==> config.mk <==
export PLATFORM = sky130hd
export DESIGN_NAME = chz_ram
export DESIGN_NICKNAME = d
export VERILOG_FILES = /design/src/sv/channel_histogram_with_zero_count_top_assert.svh /design/src/sv/chz_ram.sv
export SDC_FILE = /design/constraint.sdc
export NUM_CORES = 2
export LEC_CHECK = 0
export BUFFER_PORTS_ARGS = -buffer_cell sky130_fd_sc_hd__buf_2
export CAP_MARGIN = 5
export CELL_PAD_IN_SITES_DETAIL_PLACEMENT = 0
export CELL_PAD_IN_SITES_GLOBAL_PLACEMENT = 1
export CORE_MARGIN = 2
export CORE_UTILIZATION = 40
export DETAILED_ROUTE_END_ITERATION = 7
export GPL_ROUTABILITY_DRIVEN = 0
export HOLD_SLACK_MARGIN = 0.03
export PLACE_DENSITY_LB_ADDON = 0.1
export SLEW_MARGIN = 20
export SYNTH_ARGS = -nofsm -noshare
export SYNTH_HDL_FRONTEND = slang
export SYNTH_SLANG_ARGS = --single-unit
==> constraint.sdc <==
create_clock -name clk -period 9.5 [get_ports clk]
set_clock_uncertainty 0.15 [all_clocks]
set_input_delay 0.475 -clock clk [delete_from_list [all_inputs] [get_ports clk]]
set_output_delay 0.475 -clock clk [all_outputs]
set_load 0.005 [all_outputs]
==> src/sv/channel_histogram_with_zero_count_top_assert.svh <==
// Assertion macros for the channel histogram block.
// Included by the top level; no other dependencies.
`ifndef CHANNEL_HISTOGRAM_WITH_ZERO_COUNT_TOP_ASSERT_SVH
`define CHANNEL_HISTOGRAM_WITH_ZERO_COUNT_TOP_ASSERT_SVH
`ifndef SYNTHESIS
`define CHZ_ASSERT(lbl, clk, rst_n, prop) \
  lbl: assert property (@(posedge clk) disable iff (!rst_n) prop) \
    else $error("%m: check failed");
`define CHZ_ASSERT_ALWAYS(lbl, clk, prop) \
  lbl: assert property (@(posedge clk) prop) else $error("%m: check failed");
`else
`define CHZ_ASSERT(lbl, clk, rst_n, prop)
`define CHZ_ASSERT_ALWAYS(lbl, clk, prop)
`endif
`endif

==> src/sv/chz_ram.sv <==
// Single-port-write, single-port-read synchronous memory with registered read data.
// No dependencies.
module chz_ram #(
  parameter int unsigned DEPTH = 64,
  parameter int unsigned WIDTH = 40,
  parameter int unsigned AW    = (DEPTH > 1) ? $clog2(DEPTH) : 1
) (
  input  logic             clk,
  input  logic             we,
  input  logic [AW-1:0]    waddr,
  input  logic [WIDTH-1:0] wdata,
  input  logic             re,
  input  logic [AW-1:0]    raddr,
  output logic [WIDTH-1:0] rdata
);

  logic [WIDTH-1:0] mem [DEPTH];

  always_ff @(posedge clk) begin
    if (we) begin
      mem[waddr] <= wdata;
    end
    if (re) begin
      rdata <= mem[raddr];
    end
  end

endmodule

==> impl_metrics.env <==
export IMPL_status="finished clean"
export IMPL_cts_buffers=294
export IMPL_vias=46081
export IMPL_area_growth_pct=14.5
export IMPL_syn_inst=4195
export IMPL_avgSynthCellArea_um2=23.4
export IMPL_grt_pass1_vias=47560
export IMPL_clk_latency_ns=0.91
export IMPL_synth_seq_cells=2600
export IMPL_rows=181
export IMPL_peakVddDrop_mv=0.170
export IMPL_wl_per_cell_um=35.3
export IMPL_drt_initial_drc_count=4712
export IMPL_grt_use_total_pct=22.3
export IMPL_core_area_mm2=0.244
export IMPL_grt_max_degree=113
export IMPL_required_ns=10.15
export IMPL_power_leakage_nw=34.7
export IMPL_path_clk_slew_ns=0.06
export IMPL_wirelength_um=280000
export IMPL_r2r_slack_ns=6.82
export IMPL_finalPower_mw=24.6
export IMPL_drc=0
export IMPL_post_route_period_util_pct=38.1
export IMPL_fin_crit_ns=3.62
export IMPL_synth_cell_types=35
export IMPL_io_pins=95
export IMPL_synth_seq_area_share_pct=79.5
export IMPL_syn_nets=4250
export IMPL_syn_area_mm2=0.0982
export IMPL_dieHeight_um=500
export IMPL_timing_fmax_mhz=276
export IMPL_drive_gt1_share_pct=28.6
export IMPL_layout_nets=4578
export IMPL_max_slew_margin_rel_pct=16.0
export IMPL_drt_first_pass_iters=7
export IMPL_ant_nets=0
export IMPL_ys_warn_count=0
export IMPL_tightest_slew_ns=1.26
export IMPL_hold_viol_final=0
export IMPL_setup_tns_ns=0
export IMPL_maxCapViolCount=0
export IMPL_min_path_cells=2
export IMPL_viasPerCell=5.81
export IMPL_hold_ws_ns=0.0714
export IMPL_antenna_found_initial=17
export IMPL_portBuffers=94
export IMPL_hp_class="in -> reg"
export IMPL_crit_type="in -> reg"
export IMPL_worst_setup_path_end_kind="flop"
export IMPL_finalSetupViolations=0
export IMPL_grt_pass1_wl_um=387000
export IMPL_rsz0062_at_grt="false"
export IMPL_critical_path_arrival_ns=4.27
export IMPL_maxSlewViolCount=0
export IMPL_path_max_fanout=112
export IMPL_gr_total_overflow=0
export IMPL_start_kind="primary input"
export IMPL_die_area_mm2=0.250
export IMPL_clock_sinks=2600
export IMPL_cts_tree="done"
export IMPL_power_density_mw_per_mm2=219
export IMPL_htree_levels=5
export IMPL_root_buffer="clkbuf_16"
export IMPL_start_util_pct=40.3
export IMPL_cts_buffer_depth=4
export IMPL_reg2regPathDepth=4
export IMPL_dp_hpwl_um=146000
export IMPL_die_w_um=500
[flip-flops by register name, summed over array words and instances, names as in the netlist]
name / cells
rdata: 40
mem: 2560
[critical path: stages]
cell and delay (ns):
buf_8 0.50, buf_12 0.47, buf_4 0.92, mux4_2 0.37
o22ai_1 0.11, nor4_1 0.64, buf_4 0.24, o22a_1 0.13
[power by group]
group,switching (mW),leakage (nW),internal [mW]
logic,0.724,7.01,0.406
registers,0.0466,23.4,12.7
clock network,4.40,4.32,6.30
[cell usage after synthesis]
master | n | area share (%)
nor4_1 | 34 | 0.22
buf_6 | 8 | 0.092
nor2_1 | 97 | 0.37
a221oi_1 | 34 | 0.30
and3_1 | 6 | 0.038
nand3b_1 | 3 | 0.023
or3b_2 | 2 | 0.018
o21ai_0 | 8 | 0.041
a22oi_1 | 18 | 0.14
and2_1 | 4 | 0.025
mux4_2 | 608 | 14
a211oi_1 | 6 | 0.046
o221ai_1 | 42 | 0.37
mux2_2 | 38 | 0.44
nor2b_1 | 16 | 0.10
a21oi_1 | 68 | 0.35
o21a_1 | 8 | 0.061
buf_2 | 81 | 0.41
nand4_1 | 2 | 0.013
mux2i_1 | 113 | 1.2
nand3_1 | 8 | 0.041
o21ai_1 | 14 | 0.071
a22o_1 | 16 | 0.14
nand2b_1 | 13 | 0.083
clkbuf_1 | 80 | 0.31
o22a_1 | 26 | 0.23
o22ai_1 | 143 | 0.91
or2_2 | 4 | 0.025
edfxtp_1 | 2600 | 79
nand4b_1 | 1 | 0.0089
nand2_1 | 19 | 0.073
buf_1 | 20 | 0.076
or3_1 | 3 | 0.019
buf_4 | 49 | 0.37
nor3_1 | 3 | 0.015
[metal layers]
| layer | wire [um] | global-route usage (%) | up-vias |
|---|---|---|---|
| li1 | - | - | 18797 |
| met1 | 120000 | 31.1 | 25502 |
| met2 | 138000 | 36.8 | 1370 |
| met3 | 13900 | 3.39 | 406 |
| met4 | 7480 | 6.13 | 6 |
| met5 | 37 | 0 | - |
[path summary, 6_finish.rpt]
path	to	startpoint
hold / removal	mem[46][10]$_DFFE_PP_	wdata[10]
hold reg to reg	rdata[8]$_DFFE_PP_	mem[50][8]$_DFFE_PP_
setup reg to reg	rdata[32]$_DFFE_PP_	mem[29][32]$_DFFE_PP_
setup / recovery	rdata[26]$_DFFE_PP_	raddr[1]
[through the flow]
step / instances / util (%) / cell area, um2 / setup slack [ns]
5_1_grt: 7924 / 46.2 / 112000 / 5.63
3_3_place_gp: 7399 / 42.4 / 103000 / 4.19
4_1_cts: 7903 / 46.1 / 112000 / 5.77
2_1_floorplan: 4195 / - / 98200 / 5.15
6_report: 7927 / 46.2 / 112000 / 5.88
3_5_place_dp: 7403 / 42.4 / 103000 / 4.79
[final cells by class]
cell class	count	area [um2]
fill	20204	131000
sequential	2600	78100
multi-input combinational	1357	19500
clock buffer	374	7780
tap	3202	4010
timing repair buffer	270	2000
clock inverter	118	1070
antenna	6	15.0
[layout by cell type, fill, tap and decap left out, types with 8 or more instances in the layout]
cell type	netlist	routed
edfxtp_1	2600	2600
mux4_2	608	608
clkbuf_16	0	300
buf_4	49	166
o22ai_1	143	143
mux2i_1	113	113
clkbuf_1	80	74
buf_2	81	70
a21oi_1	68	67
nor2_4	0	62
clkinv_1	0	55
o221ai_1	42	42
mux2_2	38	38
nor2_1	97	35
a221oi_1	34	33
clkinv_2	0	32
o22a_1	26	26
dlygate4sd3_1	0	26
nor4_1	34	21
bufinv_16	0	20
a22oi_1	18	18
a22o_1	16	16
nand2_1	19	15
o21ai_1	14	14
nor4_2	0	12
nand2b_1	13	11
nor2b_1	16	11
o21a_1	8	8
o21ai_0	8	8
nand3_1	8	8
[logic make-up after synthesis]
family                 Yosys count  synth area share, %
DFF                           2600                 79.5
buffers and inverters          238                 1.26
muxes                          759                 15.5
AOI/OAI and AO/OA              383                 2.67
and+or+nand+nor                215                 1.07
[timing repair]
item                                   CTS  global route
hold buffers                             8            18
endpoints found under the hold margin  160           992
resized for setup                        0             0
setup buffers                            0             0
Power figures use the tool's default switching activity.
